===== src/rtl/lrci_pkg.sv =====
// Shared constants, codes and types of the line rasteriser with colour interpolation.
`timescale 1ns / 1ps
`default_nettype none

package lrci_pkg;

   localparam int COORD_BITS   = 14;
   localparam int SPAN_BITS    = COORD_BITS + 1;
   localparam int ERR_BITS     = COORD_BITS + 2;
   localparam int E2_BITS      = COORD_BITS + 3;
   localparam int DIM_BITS     = 13;
   localparam int CMP_BITS     = ((COORD_BITS > DIM_BITS) ? COORD_BITS : DIM_BITS) + 1;
   localparam int CHAN_BITS    = 8;
   localparam int NUM_LANES    = 3;
   localparam int LANE_RED     = 0;
   localparam int LANE_GREEN   = 1;
   localparam int LANE_BLUE    = 2;
   localparam int DIV_CNT_BITS = $clog2(CHAN_BITS);
   localparam int QUEUE_DEPTH  = 2;
   localparam int QPTR_BITS    = $clog2(QUEUE_DEPTH);
   localparam int CSR_INDEX_BITS = 1;

   localparam logic [DIM_BITS-1:0] WIDTH_RESET  = DIM_BITS'(1024);
   localparam logic [DIM_BITS-1:0] HEIGHT_RESET = DIM_BITS'(768);

   typedef enum logic {
      CMD_START = 1'b0,
      CMD_TICK  = 1'b1
   } cmd_type;

   typedef enum logic [CSR_INDEX_BITS-1:0] {
      CSR_WIDTH  = 1'b0,
      CSR_HEIGHT = 1'b1
   } csr_index_type;

   typedef logic [NUM_LANES-1:0][CHAN_BITS-1:0] lanes_type;
   typedef logic [NUM_LANES-1:0][SPAN_BITS-1:0] rems_type;

   typedef struct packed {
      cmd_type                cmd;
      logic [COORD_BITS-1:0]  x0;
      logic [COORD_BITS-1:0]  y0;
      logic [COORD_BITS-1:0]  x1;
      logic [COORD_BITS-1:0]  y1;
      logic [SPAN_BITS-1:0]   span_x;
      logic [SPAN_BITS-1:0]   span_y;
      logic                   dir_x_neg;
      logic                   dir_y_neg;
      lanes_type              color_first;
      lanes_type              color_delta;
      logic [NUM_LANES-1:0]   color_down;
   } entry_type;

   typedef struct packed {
      logic                 start;
      logic [SPAN_BITS-1:0] divisor;
      lanes_type            dividend;
   } div_req_type;

   typedef struct packed {
      logic      done;
      lanes_type quotient;
      rems_type  remainder;
   } div_rsp_type;

endpackage

`default_nettype wire


===== src/rtl/lrci_front.sv =====
// Front end: accepts requests and works out spans, directions and colour deltas.
`timescale 1ns / 1ps
`default_nettype none

module lrci_front import lrci_pkg::*; (
   input  wire logic                  req_valid,
   output logic                       req_ready,
   input  wire logic                  req_command,
   input  wire logic [COORD_BITS-1:0] req_x_start,
   input  wire logic [COORD_BITS-1:0] req_y_start,
   input  wire logic [COORD_BITS-1:0] req_x_end,
   input  wire logic [COORD_BITS-1:0] req_y_end,
   input  wire lanes_type             color_start,
   input  wire lanes_type             color_end,
   input  wire logic                  queue_full,
   output logic                       push,
   output entry_type                  entry
);

   logic signed [SPAN_BITS-1:0] diff_x;
   logic signed [SPAN_BITS-1:0] diff_y;

   always_comb begin
      diff_x = signed'({req_x_end[COORD_BITS-1], req_x_end})
             - signed'({req_x_start[COORD_BITS-1], req_x_start});
      diff_y = signed'({req_y_end[COORD_BITS-1], req_y_end})
             - signed'({req_y_start[COORD_BITS-1], req_y_start});

      entry.cmd       = cmd_type'(req_command);
      entry.x0        = req_x_start;
      entry.y0        = req_y_start;
      entry.x1        = req_x_end;
      entry.y1        = req_y_end;
      entry.span_x    = diff_x[SPAN_BITS-1] ? SPAN_BITS'(-diff_x) : SPAN_BITS'(diff_x);
      entry.span_y    = diff_y[SPAN_BITS-1] ? SPAN_BITS'(-diff_y) : SPAN_BITS'(diff_y);
      // The walk steps negative unless the end lies strictly beyond the start.
      entry.dir_x_neg = diff_x[SPAN_BITS-1] || (diff_x == '0);
      entry.dir_y_neg = diff_y[SPAN_BITS-1] || (diff_y == '0);
      entry.color_first = color_start;
      for (int l = 0; l < NUM_LANES; l++) begin
         entry.color_down[l]  = color_end[l] < color_start[l];
         entry.color_delta[l] = entry.color_down[l] ? color_start[l] - color_end[l]
                                                    : color_end[l] - color_start[l];
      end
   end

   assign req_ready = !queue_full;
   assign push      = req_valid && !queue_full;

endmodule

`default_nettype wire


===== src/rtl/lrci_queue.sv =====
// Two-entry queue between the front end and the line walker.
`timescale 1ns / 1ps
`default_nettype none

module lrci_queue import lrci_pkg::*; (
   input  wire logic      clock,
   input  wire logic      reset,
   input  wire logic      push,
   input  wire entry_type push_entry,
   output logic           full,
   input  wire logic      pop,
   output logic           head_valid,
   output entry_type      head_entry
);

   entry_type            mem_ff [QUEUE_DEPTH];
   logic [QPTR_BITS-1:0] wr_ptr_ff, wr_ptr_in;
   logic [QPTR_BITS-1:0] rd_ptr_ff, rd_ptr_in;
   logic [QPTR_BITS:0]   count_ff, count_in;

   always_comb begin
      wr_ptr_in = wr_ptr_ff;
      rd_ptr_in = rd_ptr_ff;
      count_in  = count_ff;
      if (push) begin
         wr_ptr_in = (wr_ptr_ff == QPTR_BITS'(QUEUE_DEPTH - 1)) ? '0 : wr_ptr_ff + 1'b1;
      end
      if (pop) begin
         rd_ptr_in = (rd_ptr_ff == QPTR_BITS'(QUEUE_DEPTH - 1)) ? '0 : rd_ptr_ff + 1'b1;
      end
      if (push && !pop) begin
         count_in = count_ff + 1'b1;
      end else if (pop && !push) begin
         count_in = count_ff - 1'b1;
      end
   end

   always_ff @(posedge clock) begin
      if (reset) begin
         wr_ptr_ff <= '0;
         rd_ptr_ff <= '0;
         count_ff  <= '0;
      end else begin
         wr_ptr_ff <= wr_ptr_in;
         rd_ptr_ff <= rd_ptr_in;
         count_ff  <= count_in;
      end
   end

   always_ff @(posedge clock) begin
      if (push) begin
         mem_ff[wr_ptr_ff] <= push_entry;
      end
   end

   assign full       = (count_ff == (QPTR_BITS + 1)'(QUEUE_DEPTH));
   assign head_valid = (count_ff != '0);
   assign head_entry = mem_ff[rd_ptr_ff];

endmodule

`default_nettype wire


===== src/rtl/lrci_div.sv =====
// Three-lane restoring divider, one quotient bit per cycle, for the colour step setup.
`timescale 1ns / 1ps
`default_nettype none

module lrci_div import lrci_pkg::*; (
   input  wire logic        clock,
   input  wire logic        reset,
   input  wire div_req_type req,
   output div_rsp_type      rsp
);

   logic [SPAN_BITS-1:0]    divisor_ff, divisor_in;
   lanes_type               dvd_ff, dvd_in;
   lanes_type               quo_ff, quo_in;
   rems_type                rem_ff, rem_in;
   logic [DIV_CNT_BITS-1:0] cnt_ff, cnt_in;
   logic                    run_ff, run_in;
   logic                    done_ff, done_in;
   logic [SPAN_BITS:0]      trial [NUM_LANES];
   logic [NUM_LANES-1:0]    fits;

   always_comb begin
      divisor_in = divisor_ff;
      dvd_in     = dvd_ff;
      quo_in     = quo_ff;
      rem_in     = rem_ff;
      cnt_in     = cnt_ff;
      run_in     = run_ff;
      done_in    = 1'b0;
      for (int l = 0; l < NUM_LANES; l++) begin
         trial[l] = {rem_ff[l], dvd_ff[l][CHAN_BITS-1]};
         fits[l]  = trial[l] >= {1'b0, divisor_ff};
      end
      if (req.start) begin
         divisor_in = req.divisor;
         dvd_in     = req.dividend;
         quo_in     = '0;
         rem_in     = '0;
         cnt_in     = '0;
         run_in     = 1'b1;
      end else if (run_ff) begin
         for (int l = 0; l < NUM_LANES; l++) begin
            rem_in[l] = fits[l] ? SPAN_BITS'(trial[l] - {1'b0, divisor_ff})
                                : trial[l][SPAN_BITS-1:0];
            quo_in[l] = {quo_ff[l][CHAN_BITS-2:0], fits[l]};
            dvd_in[l] = {dvd_ff[l][CHAN_BITS-2:0], 1'b0};
         end
         cnt_in = cnt_ff + 1'b1;
         if (cnt_ff == DIV_CNT_BITS'(CHAN_BITS - 1)) begin
            run_in  = 1'b0;
            done_in = 1'b1;
         end
      end
   end

   always_ff @(posedge clock) begin
      if (reset) begin
         run_ff  <= 1'b0;
         done_ff <= 1'b0;
      end else begin
         run_ff  <= run_in;
         done_ff <= done_in;
      end
      divisor_ff <= divisor_in;
      dvd_ff     <= dvd_in;
      quo_ff     <= quo_in;
      rem_ff     <= rem_in;
      cnt_ff     <= cnt_in;
   end

   assign rsp.done      = done_ff;
   assign rsp.quotient  = quo_ff;
   assign rsp.remainder = rem_ff;

endmodule

`default_nettype wire


===== src/rtl/lrci_back.sv =====
// Back end: Bresenham walker with incremental colour accumulators and output register.
`timescale 1ns / 1ps
`default_nettype none

module lrci_back import lrci_pkg::*; (
   input  wire logic                  clock,
   input  wire logic                  reset,
   input  wire logic                  head_valid,
   input  wire entry_type             head_entry,
   output logic                       pop,
   input  wire logic [DIM_BITS-1:0]   image_width,
   input  wire logic [DIM_BITS-1:0]   image_height,
   output logic                       rsp_valid,
   input  wire logic                  rsp_ready,
   output logic [COORD_BITS-1:0]      rsp_pixel_x,
   output logic [COORD_BITS-1:0]      rsp_pixel_y,
   output lanes_type                  rsp_color,
   output logic                       rsp_in_image,
   output logic                       rsp_last
);

   typedef enum logic [1:0] {
      S_IDLE,
      S_DIV,
      S_WALK
   } state_type;

   state_type                   state_ff, state_in;
   logic [COORD_BITS-1:0]       cur_x_ff, cur_x_in;
   logic [COORD_BITS-1:0]       cur_y_ff, cur_y_in;
   logic [COORD_BITS-1:0]       tgt_x_ff, tgt_x_in;
   logic [COORD_BITS-1:0]       tgt_y_ff, tgt_y_in;
   logic [SPAN_BITS-1:0]        span_x_ff, span_x_in;
   logic [SPAN_BITS-1:0]        span_y_ff, span_y_in;
   logic                        dir_x_ff, dir_x_in;
   logic                        dir_y_ff, dir_y_in;
   logic signed [ERR_BITS-1:0]  err_ff, err_in;
   logic [SPAN_BITS-1:0]        total_ff, total_in;
   lanes_type                   base_ff, base_in;
   logic [NUM_LANES-1:0]        down_ff, down_in;
   lanes_type                   acc_q_ff, acc_q_in;
   rems_type                    acc_r_ff, acc_r_in;
   lanes_type                   step_q_ff, step_q_in;
   rems_type                    step_r_ff, step_r_in;
   logic                        rsp_valid_ff, rsp_valid_in;
   logic [COORD_BITS-1:0]       rsp_x_ff, rsp_x_in;
   logic [COORD_BITS-1:0]       rsp_y_ff, rsp_y_in;
   lanes_type                   rsp_color_ff, rsp_color_in;
   logic                        rsp_inside_ff, rsp_inside_in;
   logic                        rsp_last_ff, rsp_last_in;

   div_req_type                 div_req;
   div_rsp_type                 div_rsp;

   logic                        out_free;
   logic                        do_load;
   logic                        do_emit;
   logic [SPAN_BITS-1:0]        total_load;
   logic                        pix_inside;
   logic                        at_end;
   lanes_type                   pix_color;
   logic signed [E2_BITS-1:0]   e2;
   logic signed [E2_BITS-1:0]   sx_e;
   logic signed [E2_BITS-1:0]   sy_e;
   logic                        step_x;
   logic                        step_y;
   logic [SPAN_BITS:0]          rsum [NUM_LANES];
   logic [NUM_LANES-1:0]        carry;

   lrci_div u_div (
      .clock (clock),
      .reset (reset),
      .req   (div_req),
      .rsp   (div_rsp)
   );

   always_comb begin
      out_free   = !rsp_valid_ff || rsp_ready;
      total_load = (head_entry.span_x > head_entry.span_y) ? head_entry.span_x
                                                           : head_entry.span_y;
      pix_inside = !cur_x_ff[COORD_BITS-1] && !cur_y_ff[COORD_BITS-1]
                && (CMP_BITS'(cur_x_ff) < CMP_BITS'(image_width))
                && (CMP_BITS'(cur_y_ff) < CMP_BITS'(image_height));
      at_end = (cur_x_ff == tgt_x_ff) && (cur_y_ff == tgt_y_ff);

      // Colour is the start value plus or minus the running floor or ceiling of delta*n/steps.
      for (int l = 0; l < NUM_LANES; l++) begin
         pix_color[l] = down_ff[l]
                      ? base_ff[l] - acc_q_ff[l] - CHAN_BITS'(acc_r_ff[l] != '0)
                      : base_ff[l] + acc_q_ff[l];
         rsum[l]  = {1'b0, acc_r_ff[l]} + {1'b0, step_r_ff[l]};
         carry[l] = rsum[l] >= {1'b0, total_ff};
      end

      e2     = signed'({err_ff, 1'b0});
      sx_e   = signed'(E2_BITS'(span_x_ff));
      sy_e   = signed'(E2_BITS'(span_y_ff));
      step_x = e2 > -sy_e;
      step_y = e2 < sx_e;

      state_in      = state_ff;
      cur_x_in      = cur_x_ff;
      cur_y_in      = cur_y_ff;
      tgt_x_in      = tgt_x_ff;
      tgt_y_in      = tgt_y_ff;
      span_x_in     = span_x_ff;
      span_y_in     = span_y_ff;
      dir_x_in      = dir_x_ff;
      dir_y_in      = dir_y_ff;
      err_in        = err_ff;
      total_in      = total_ff;
      base_in       = base_ff;
      down_in       = down_ff;
      acc_q_in      = acc_q_ff;
      acc_r_in      = acc_r_ff;
      step_q_in     = step_q_ff;
      step_r_in     = step_r_ff;
      rsp_valid_in  = rsp_valid_ff;
      rsp_x_in      = rsp_x_ff;
      rsp_y_in      = rsp_y_ff;
      rsp_color_in  = rsp_color_ff;
      rsp_inside_in = rsp_inside_ff;
      rsp_last_in   = rsp_last_ff;

      pop              = 1'b0;
      do_load          = 1'b0;
      do_emit          = 1'b0;
      div_req.start    = 1'b0;
      div_req.divisor  = total_load;
      div_req.dividend = head_entry.color_delta;

      unique case (state_ff)
         S_IDLE: begin
            // A tick with no line in progress is dropped.
            if (head_valid) begin
               pop     = 1'b1;
               do_load = (head_entry.cmd == CMD_START);
            end
         end
         S_DIV: begin
            if (div_rsp.done) begin
               step_q_in = div_rsp.quotient;
               step_r_in = div_rsp.remainder;
               state_in  = S_WALK;
            end
         end
         S_WALK: begin
            if (head_valid) begin
               if (head_entry.cmd == CMD_START) begin
                  pop     = 1'b1;
                  do_load = 1'b1;
               end else if (out_free) begin
                  pop     = 1'b1;
                  do_emit = 1'b1;
               end
            end
         end
         default: begin
            state_in = S_IDLE;
         end
      endcase

      if (rsp_valid_ff && rsp_ready) begin
         rsp_valid_in = 1'b0;
      end

      if (do_load) begin
         cur_x_in  = head_entry.x0;
         cur_y_in  = head_entry.y0;
         tgt_x_in  = head_entry.x1;
         tgt_y_in  = head_entry.y1;
         span_x_in = head_entry.span_x;
         span_y_in = head_entry.span_y;
         dir_x_in  = head_entry.dir_x_neg;
         dir_y_in  = head_entry.dir_y_neg;
         err_in    = signed'(ERR_BITS'(head_entry.span_x))
                   - signed'(ERR_BITS'(head_entry.span_y));
         total_in  = total_load;
         base_in   = head_entry.color_first;
         down_in   = head_entry.color_down;
         acc_q_in  = '0;
         acc_r_in  = '0;
         step_q_in = '0;
         step_r_in = '0;
         // A line of zero length never steps, so the colour steps are not needed.
         if (total_load == '0) begin
            state_in = S_WALK;
         end else begin
            div_req.start = 1'b1;
            state_in      = S_DIV;
         end
      end

      if (do_emit) begin
         rsp_valid_in  = 1'b1;
         rsp_x_in      = cur_x_ff;
         rsp_y_in      = cur_y_ff;
         rsp_color_in  = pix_color;
         rsp_inside_in = pix_inside;
         rsp_last_in   = at_end;
         if (at_end) begin
            state_in = S_IDLE;
         end else begin
            if (step_x) begin
               cur_x_in = dir_x_ff ? cur_x_ff - COORD_BITS'(1) : cur_x_ff + COORD_BITS'(1);
            end
            if (step_y) begin
               cur_y_in = dir_y_ff ? cur_y_ff - COORD_BITS'(1) : cur_y_ff + COORD_BITS'(1);
            end
            err_in = err_ff
                   - (step_x ? signed'(ERR_BITS'(span_y_ff)) : signed'(ERR_BITS'(0)))
                   + (step_y ? signed'(ERR_BITS'(span_x_ff)) : signed'(ERR_BITS'(0)));
            for (int l = 0; l < NUM_LANES; l++) begin
               acc_r_in[l] = carry[l] ? SPAN_BITS'(rsum[l] - {1'b0, total_ff})
                                      : rsum[l][SPAN_BITS-1:0];
               acc_q_in[l] = acc_q_ff[l] + step_q_ff[l] + CHAN_BITS'(carry[l]);
            end
         end
      end
   end

   always_ff @(posedge clock) begin
      if (reset) begin
         state_ff     <= S_IDLE;
         rsp_valid_ff <= 1'b0;
      end else begin
         state_ff     <= state_in;
         rsp_valid_ff <= rsp_valid_in;
      end
      cur_x_ff      <= cur_x_in;
      cur_y_ff      <= cur_y_in;
      tgt_x_ff      <= tgt_x_in;
      tgt_y_ff      <= tgt_y_in;
      span_x_ff     <= span_x_in;
      span_y_ff     <= span_y_in;
      dir_x_ff      <= dir_x_in;
      dir_y_ff      <= dir_y_in;
      err_ff        <= err_in;
      total_ff      <= total_in;
      base_ff       <= base_in;
      down_ff       <= down_in;
      acc_q_ff      <= acc_q_in;
      acc_r_ff      <= acc_r_in;
      step_q_ff     <= step_q_in;
      step_r_ff     <= step_r_in;
      rsp_x_ff      <= rsp_x_in;
      rsp_y_ff      <= rsp_y_in;
      rsp_color_ff  <= rsp_color_in;
      rsp_inside_ff <= rsp_inside_in;
      rsp_last_ff   <= rsp_last_in;
   end

   assign rsp_valid    = rsp_valid_ff;
   assign rsp_pixel_x  = rsp_x_ff;
   assign rsp_pixel_y  = rsp_y_ff;
   assign rsp_color    = rsp_color_ff;
   assign rsp_in_image = rsp_inside_ff;
   assign rsp_last     = rsp_last_ff;

endmodule

`default_nettype wire


===== src/rtl/line_raster_color_interp.sv =====
// Top level of the line rasteriser: configuration registers, front end, queue and walker.
`timescale 1ns / 1ps
`default_nettype none

// A start transfer (command 0) loads two signed endpoints and two RGB colours and gives no
// pixel; each following tick transfer (command 1) gives one pixel of the line, with its
// colour blended linearly between the endpoint colours (rounded down) and flags for lying
// inside the configured image and for being the end point. Ticks with no line in progress
// give nothing, and a start abandons any line still running. Requests pass through a
// two-entry queue, so a request is taken even while a pixel waits at the output, if the
// queue has room. A line being walked gives one pixel per clock cycle while ticks arrive and
// the output is free. A nonzero-length line goes through the bit-serial colour step divider
// once dequeued, before its first pixel; a zero-length line skips it and is ready at once.
// The image width and height registers should only be written while no line is in flight.
module line_raster_color_interp import lrci_pkg::*; (
   input  wire logic                      clock,
   input  wire logic                      reset,
   input  wire logic                      req_valid,
   output logic                           req_ready,
   input  wire logic                      req_command,
   input  wire logic signed [COORD_BITS-1:0] req_x_start,
   input  wire logic signed [COORD_BITS-1:0] req_y_start,
   input  wire logic signed [COORD_BITS-1:0] req_x_end,
   input  wire logic signed [COORD_BITS-1:0] req_y_end,
   input  wire logic [CHAN_BITS-1:0]      req_red_start,
   input  wire logic [CHAN_BITS-1:0]      req_green_start,
   input  wire logic [CHAN_BITS-1:0]      req_blue_start,
   input  wire logic [CHAN_BITS-1:0]      req_red_end,
   input  wire logic [CHAN_BITS-1:0]      req_green_end,
   input  wire logic [CHAN_BITS-1:0]      req_blue_end,
   output logic                           rsp_valid,
   input  wire logic                      rsp_ready,
   output logic signed [COORD_BITS-1:0]   rsp_pixel_x,
   output logic signed [COORD_BITS-1:0]   rsp_pixel_y,
   output logic [CHAN_BITS-1:0]           rsp_red,
   output logic [CHAN_BITS-1:0]           rsp_green,
   output logic [CHAN_BITS-1:0]           rsp_blue,
   output logic                           rsp_in_image,
   output logic                           rsp_last,
   input  wire logic                      csr_valid,
   output logic                           csr_ready,
   input  wire logic [CSR_INDEX_BITS-1:0] csr_index,
   input  wire logic [DIM_BITS-1:0]       csr_data
);

   logic [DIM_BITS-1:0]   width_ff, width_in;
   logic [DIM_BITS-1:0]   height_ff, height_in;
   lanes_type             color_start;
   lanes_type             color_end;
   lanes_type             out_color;
   entry_type             push_entry;
   entry_type             head_entry;
   logic                  push;
   logic                  full;
   logic                  pop;
   logic                  head_valid;
   logic [COORD_BITS-1:0] out_x;
   logic [COORD_BITS-1:0] out_y;

   always_comb begin
      width_in  = width_ff;
      height_in = height_ff;
      if (csr_valid) begin
         unique case (csr_index_type'(csr_index))
            CSR_WIDTH:  width_in  = csr_data;
            CSR_HEIGHT: height_in = csr_data;
            default:    width_in  = width_ff;
         endcase
      end
   end

   always_ff @(posedge clock) begin
      if (reset) begin
         width_ff  <= WIDTH_RESET;
         height_ff <= HEIGHT_RESET;
      end else begin
         width_ff  <= width_in;
         height_ff <= height_in;
      end
   end

   assign csr_ready = 1'b1;

   assign color_start[LANE_RED]   = req_red_start;
   assign color_start[LANE_GREEN] = req_green_start;
   assign color_start[LANE_BLUE]  = req_blue_start;
   assign color_end[LANE_RED]     = req_red_end;
   assign color_end[LANE_GREEN]   = req_green_end;
   assign color_end[LANE_BLUE]    = req_blue_end;

   lrci_front u_front (
      .req_valid   (req_valid),
      .req_ready   (req_ready),
      .req_command (req_command),
      .req_x_start (unsigned'(req_x_start)),
      .req_y_start (unsigned'(req_y_start)),
      .req_x_end   (unsigned'(req_x_end)),
      .req_y_end   (unsigned'(req_y_end)),
      .color_start (color_start),
      .color_end   (color_end),
      .queue_full  (full),
      .push        (push),
      .entry       (push_entry)
   );

   lrci_queue u_queue (
      .clock      (clock),
      .reset      (reset),
      .push       (push),
      .push_entry (push_entry),
      .full       (full),
      .pop        (pop),
      .head_valid (head_valid),
      .head_entry (head_entry)
   );

   lrci_back u_back (
      .clock        (clock),
      .reset        (reset),
      .head_valid   (head_valid),
      .head_entry   (head_entry),
      .pop          (pop),
      .image_width  (width_ff),
      .image_height (height_ff),
      .rsp_valid    (rsp_valid),
      .rsp_ready    (rsp_ready),
      .rsp_pixel_x  (out_x),
      .rsp_pixel_y  (out_y),
      .rsp_color    (out_color),
      .rsp_in_image (rsp_in_image),
      .rsp_last     (rsp_last)
   );

   assign rsp_pixel_x = signed'(out_x);
   assign rsp_pixel_y = signed'(out_y);
   assign rsp_red     = out_color[LANE_RED];
   assign rsp_green   = out_color[LANE_GREEN];
   assign rsp_blue    = out_color[LANE_BLUE];

endmodule

`default_nettype wire


===== config.mk =====
export PLATFORM = sky130hd
export DESIGN_NAME = line_raster_color_interp
export DESIGN_NICKNAME = d
export VERILOG_FILES = /design/src/rtl/lrci_pkg.sv /design/src/rtl/lrci_front.sv /design/src/rtl/lrci_queue.sv /design/src/rtl/lrci_div.sv /design/src/rtl/lrci_back.sv /design/src/rtl/line_raster_color_interp.sv
export SDC_FILE = /design/constraint.sdc
export NUM_CORES = 2
export LEC_CHECK = 0
export ABC_CLOCK_PERIOD_IN_PS = 8020
export BUFFER_PORTS_ARGS = -buffer_cell sky130_fd_sc_hd__buf_2
export CAP_MARGIN = 10
export CORE_ASPECT_RATIO = 1.25
export CORE_UTILIZATION = 58
export DETAILED_ROUTE_END_ITERATION = 7
export PLACE_DENSITY_LB_ADDON = 0.15
export SYNTH_ARGS = -nofsm -noshare
export SYNTH_HDL_FRONTEND = slang
export SYNTH_SLANG_ARGS = --single-unit

===== constraint.sdc =====
create_clock -name clock -period 8.02 [get_ports clock]
set_input_delay 0.802 -clock clock [delete_from_list [all_inputs] [get_ports clock]]
set_output_delay 0.802 -clock clock [all_outputs]
set_load 0.005 [all_outputs]

==> metrics <==
result of the run=finished clean; area of the die=78900 sq um; synthesized area divided by synthesized cell count=10.1 sq um; total iterations of the first detailed-routing run=5; crit path max fanout=16; worst min-delay path category=input pin to flop; warnings from Yosys=0; sort of element at the start of the critical path=flop; critical path type=flop to flop; combined global-route utilization of all metal layers=0.268; overall die height=around 310 um; layout net count=a little over 5000; row cnt=114; floorplan core area=around 77000 sq um; total of hold buffers inserted after clock tree synthesis=0; Post-CTS Resized=0; power per cell area=368 nW/um^2; post-layout min period=around 6 ns; placed cell count=roughly 5600; worst rel slew slack=0.249; Placer Congestion=0.937; drc violations=0; mapped cell area=45100 sq um; arrival time at the worst endpoint=6.59 ns; total congestion overflow after global routing=0; Die Span X=251 um; CTS H-tree lvls=3; top layer in use=met5; signed area change from the synthesized netlist to the final layout=9.92%; clock insertion delay at the later pin of the skew report=0.65 ns; non-filler instance count after layout=5701; Gate Count Post-Synth=4457; post-detail-place hpwl=77.6 mm; final clock period utilization by the worst path=0.761; maximum number of pins on one net before global-route repair=141; clk root buf=clkbuf_16; leakage power of the design=a little over 20 nW; Detail Route Antenna Nets=0; Achievable Freq=164 MHz; kind of capture point of the worst setup path=flop; Critical Path RT=8.50 ns; Setup violations, final=0; share of synthesized area occupied by flip-flops and latches=0.445; fraction of final layout cells sized beyond drive strength 1=0.101; met3 wirelength from detailed routing=4.82 mm; number of vias in the routed layout=32600; total count of hold-check failures in the final report=0; Top FF cell, synth=edfxtp_1; unrepaired setup endpoints after global routing=no; count of buffers added by post-CTS timing repair for setup=0; Clock Skews=0.0270 ns; number of primary I/O pins=181; initial antenna violation count=3; CTS sink cnt=765; count of different cell masters after synthesis=88; syn nets=around 5000; Max rail drop VDD=0.290 mV; via count normalized by instance count=5.71; fraction of registers with async set/reset=0; number of port buffers=179; amount of wire on met2 after detailed routing=51.4 mm; routed length on met1=45.9 mm; count of state elements after synthesis=765; clock slew at reported path FFs=about 0.060 ns; TritonCTS buffer count=79; routed wire length=106 mm; Initial Util=0.585; worst slew pin tran=1.13 ns; max-slew violation count=0; via count of the first global-routing pass=between 30000 and 40000; EDFF count, synth=475; average routed wire per standard cell=18.6 um; Fin Setup TNS=0 ns; TritonCTS clock tree=built; final-layout fill cell count=6237; Initial DRC Count=2132; max cap viols=0; first-pass GRT wire length=167 mm; Clock Tree Buf Depth=3
## worst max-delay path: stages (launching register included)
cell and delay (ns):
edfxtp_1 0.44, nor2_1 0.19, nand2_1 0.13, nor4_1 0.29
nand2_1 0.11, or2_2 0.33, nor4_1 0.25, xor2_1 0.11
ha_1 0.29, nand4_1 0.11, or3_1 0.40, o221a_2 0.39
and2_1 0.22, fa_1 0.50, inv_1 0.07, fa_1 0.46
a21o_1 0.18, a21oi_1 0.23, o21ba_2 0.18, o21ai_0 0.18
a21o_1 0.25, a21o_1 0.19, a21oi_1 0.17, xor2_1 0.16
o211ai_1 0.09
## layer usage
| metal | vias to the layer above | track usage |
|---|---|---|
| li1 | 16200 | - |
| met1 | 15500 | 0.345 |
| met2 | 754 | 0.461 |
| met3 | 191 | 0.0295 |
| met4 | 2 | 0.108 |
| met5 | - | 0 |
## cells in the mapped netlist, types with 66 or more instances
| master | instances | area, sq um |
|---|---|---|
| mux2_2 | 66 | 743 |
| ha_1 | 398 | 4980 |
| nand3_1 | 105 | 526 |
| xnor2_1 | 184 | 1610 |
| a21o_1 | 80 | 601 |
| clkbuf_1 | 100 | 375 |
| nor3_1 | 67 | 335 |
| nor2_1 | 311 | 1170 |
| inv_1 | 347 | 1300 |
| xor2_1 | 115 | 1010 |
| mux2i_1 | 189 | 1890 |
| nand2_1 | 405 | 1520 |
| edfxtp_1 | 475 | 14300 |
| o21ai_0 | 250 | 1250 |
| dfxtp_1 | 290 | 5810 |
| a21oi_1 | 328 | 1640 |
## power breakdown
part | switching (W) | total [W] | leakage [nW] | internal [W]
logic | 0.00490 | 0.00831 | 12.2 | 0.00341
clock network | 0.00161 | 0.00379 | 1.30 | 0.00218
registers | 0.000777 | 0.00617 | 6.78 | 0.00539
## cell usage in the layout (no fill, tap or decap), types with 22 or more instances in the layout
master     instances
mux2i_1          189
o211ai_1          40
xnor2_1          184
nor2b_1           58
clkbuf_16         81
xor2_1           115
and2_1            27
a31oi_1           40
inv_1            346
and3_1            22
nand2b_1          53
fa_1              50
a21oi_1          328
a211oi_1          39
nand2_1          405
nor2_1           310
a211oi_2          23
buf_4             23
edfxtp_1         475
nand3_1          105
o21ai_0          250
dfxtp_1          288
a21o_1            80
o21bai_1          47
mux2_2            66
nor4_1            32
buf_2            179
ha_1             398
nor3_1            66
nand4_1           33
o21a_1            32
## flip-flops by register name, indices dropped and copies added (netlist names), 16 cells and up, named ones only
name and flops:
u_back.acc_q_ff 24, u_back.acc_r_ff 45, u_back.base_ff 24, u_back.err_ff 16, u_back.rsp_color 24, u_back.step_q_ff 24
u_back.step_r_ff 45, u_back.u_div.dvd_ff 24, u_back.u_div.rsp 69, u_queue.mem_ff 280
## cell type report
| cell class | instances | area, sq um | share of cell area |
|---|---|---|---|
| multi-input cells | 3192 | 23100 | 0.466 |
| clock inverters | 51 | 549 | 0.0111 |
| inverters | 348 | 1320 | 0.0265 |
| repair buffers | 203 | 1090 | 0.0220 |
| diodes | 1 | 2.50 | 0.0000505 |
| flip-flops and latches | 765 | 20100 | 0.405 |
| well taps | 1044 | 1310 | 0.0263 |
| clock buffers | 97 | 2140 | 0.0431 |
## stage by stage
stage                     total power, W  hold WS [ns]  cell area [sq um]  setup slack (ns)  utilization
after global placement            0.0143         0.443              46900              2.08        0.608
after CTS                         0.0183         0.319              49600              1.92        0.642
final                             0.0183         0.359              49600              1.91        0.643
after global routing              0.0196         0.341              49600              1.40        0.643
after detailed placement          0.0145         0.449              46900              1.96        0.608
after floorplan                   0.0124         0.406              45100             0.676            -
## cell families after synthesis
| kind of cell | Yosys count | synth area share |
|---|---|---|
| muxes | 256 | 0.0589 |
| DFF | 765 | 0.445 |
| adders and majority gates | 448 | 0.133 |
| AOI/OAI and AO/OA | 1001 | 0.139 |
| buffers and inverters | 500 | 0.0437 |
| and+or+nand+nor | 1187 | 0.122 |
| xor gates and xnor gates | 299 | 0.0581 |
| other | 1 | 0.0000831 |
## path summary, 6_finish.rpt
kind | startpoint | slack (ns) | endpoint | cells past startpoint
setup / recovery | u_back.span_y_ff[2]$_DFFE_PP_ | 1.91 | u_back.err_ff[14]$_DFF_P_ | 24
hold / removal | req_x_start[10] | 0.36 | u_queue.mem_ff[0][135]$_DFFE_PP_ | 1
setup reg to reg | u_back.span_y_ff[2]$_DFFE_PP_ | 1.91 | u_back.err_ff[14]$_DFF_P_ | 24
hold reg to reg | width_ff[3]$_SDFFE_PP0P_ | 0.46 | width_ff[3]$_SDFFE_PP0P_ | 2
Note: power is estimated with default switching activity, not from simulation.
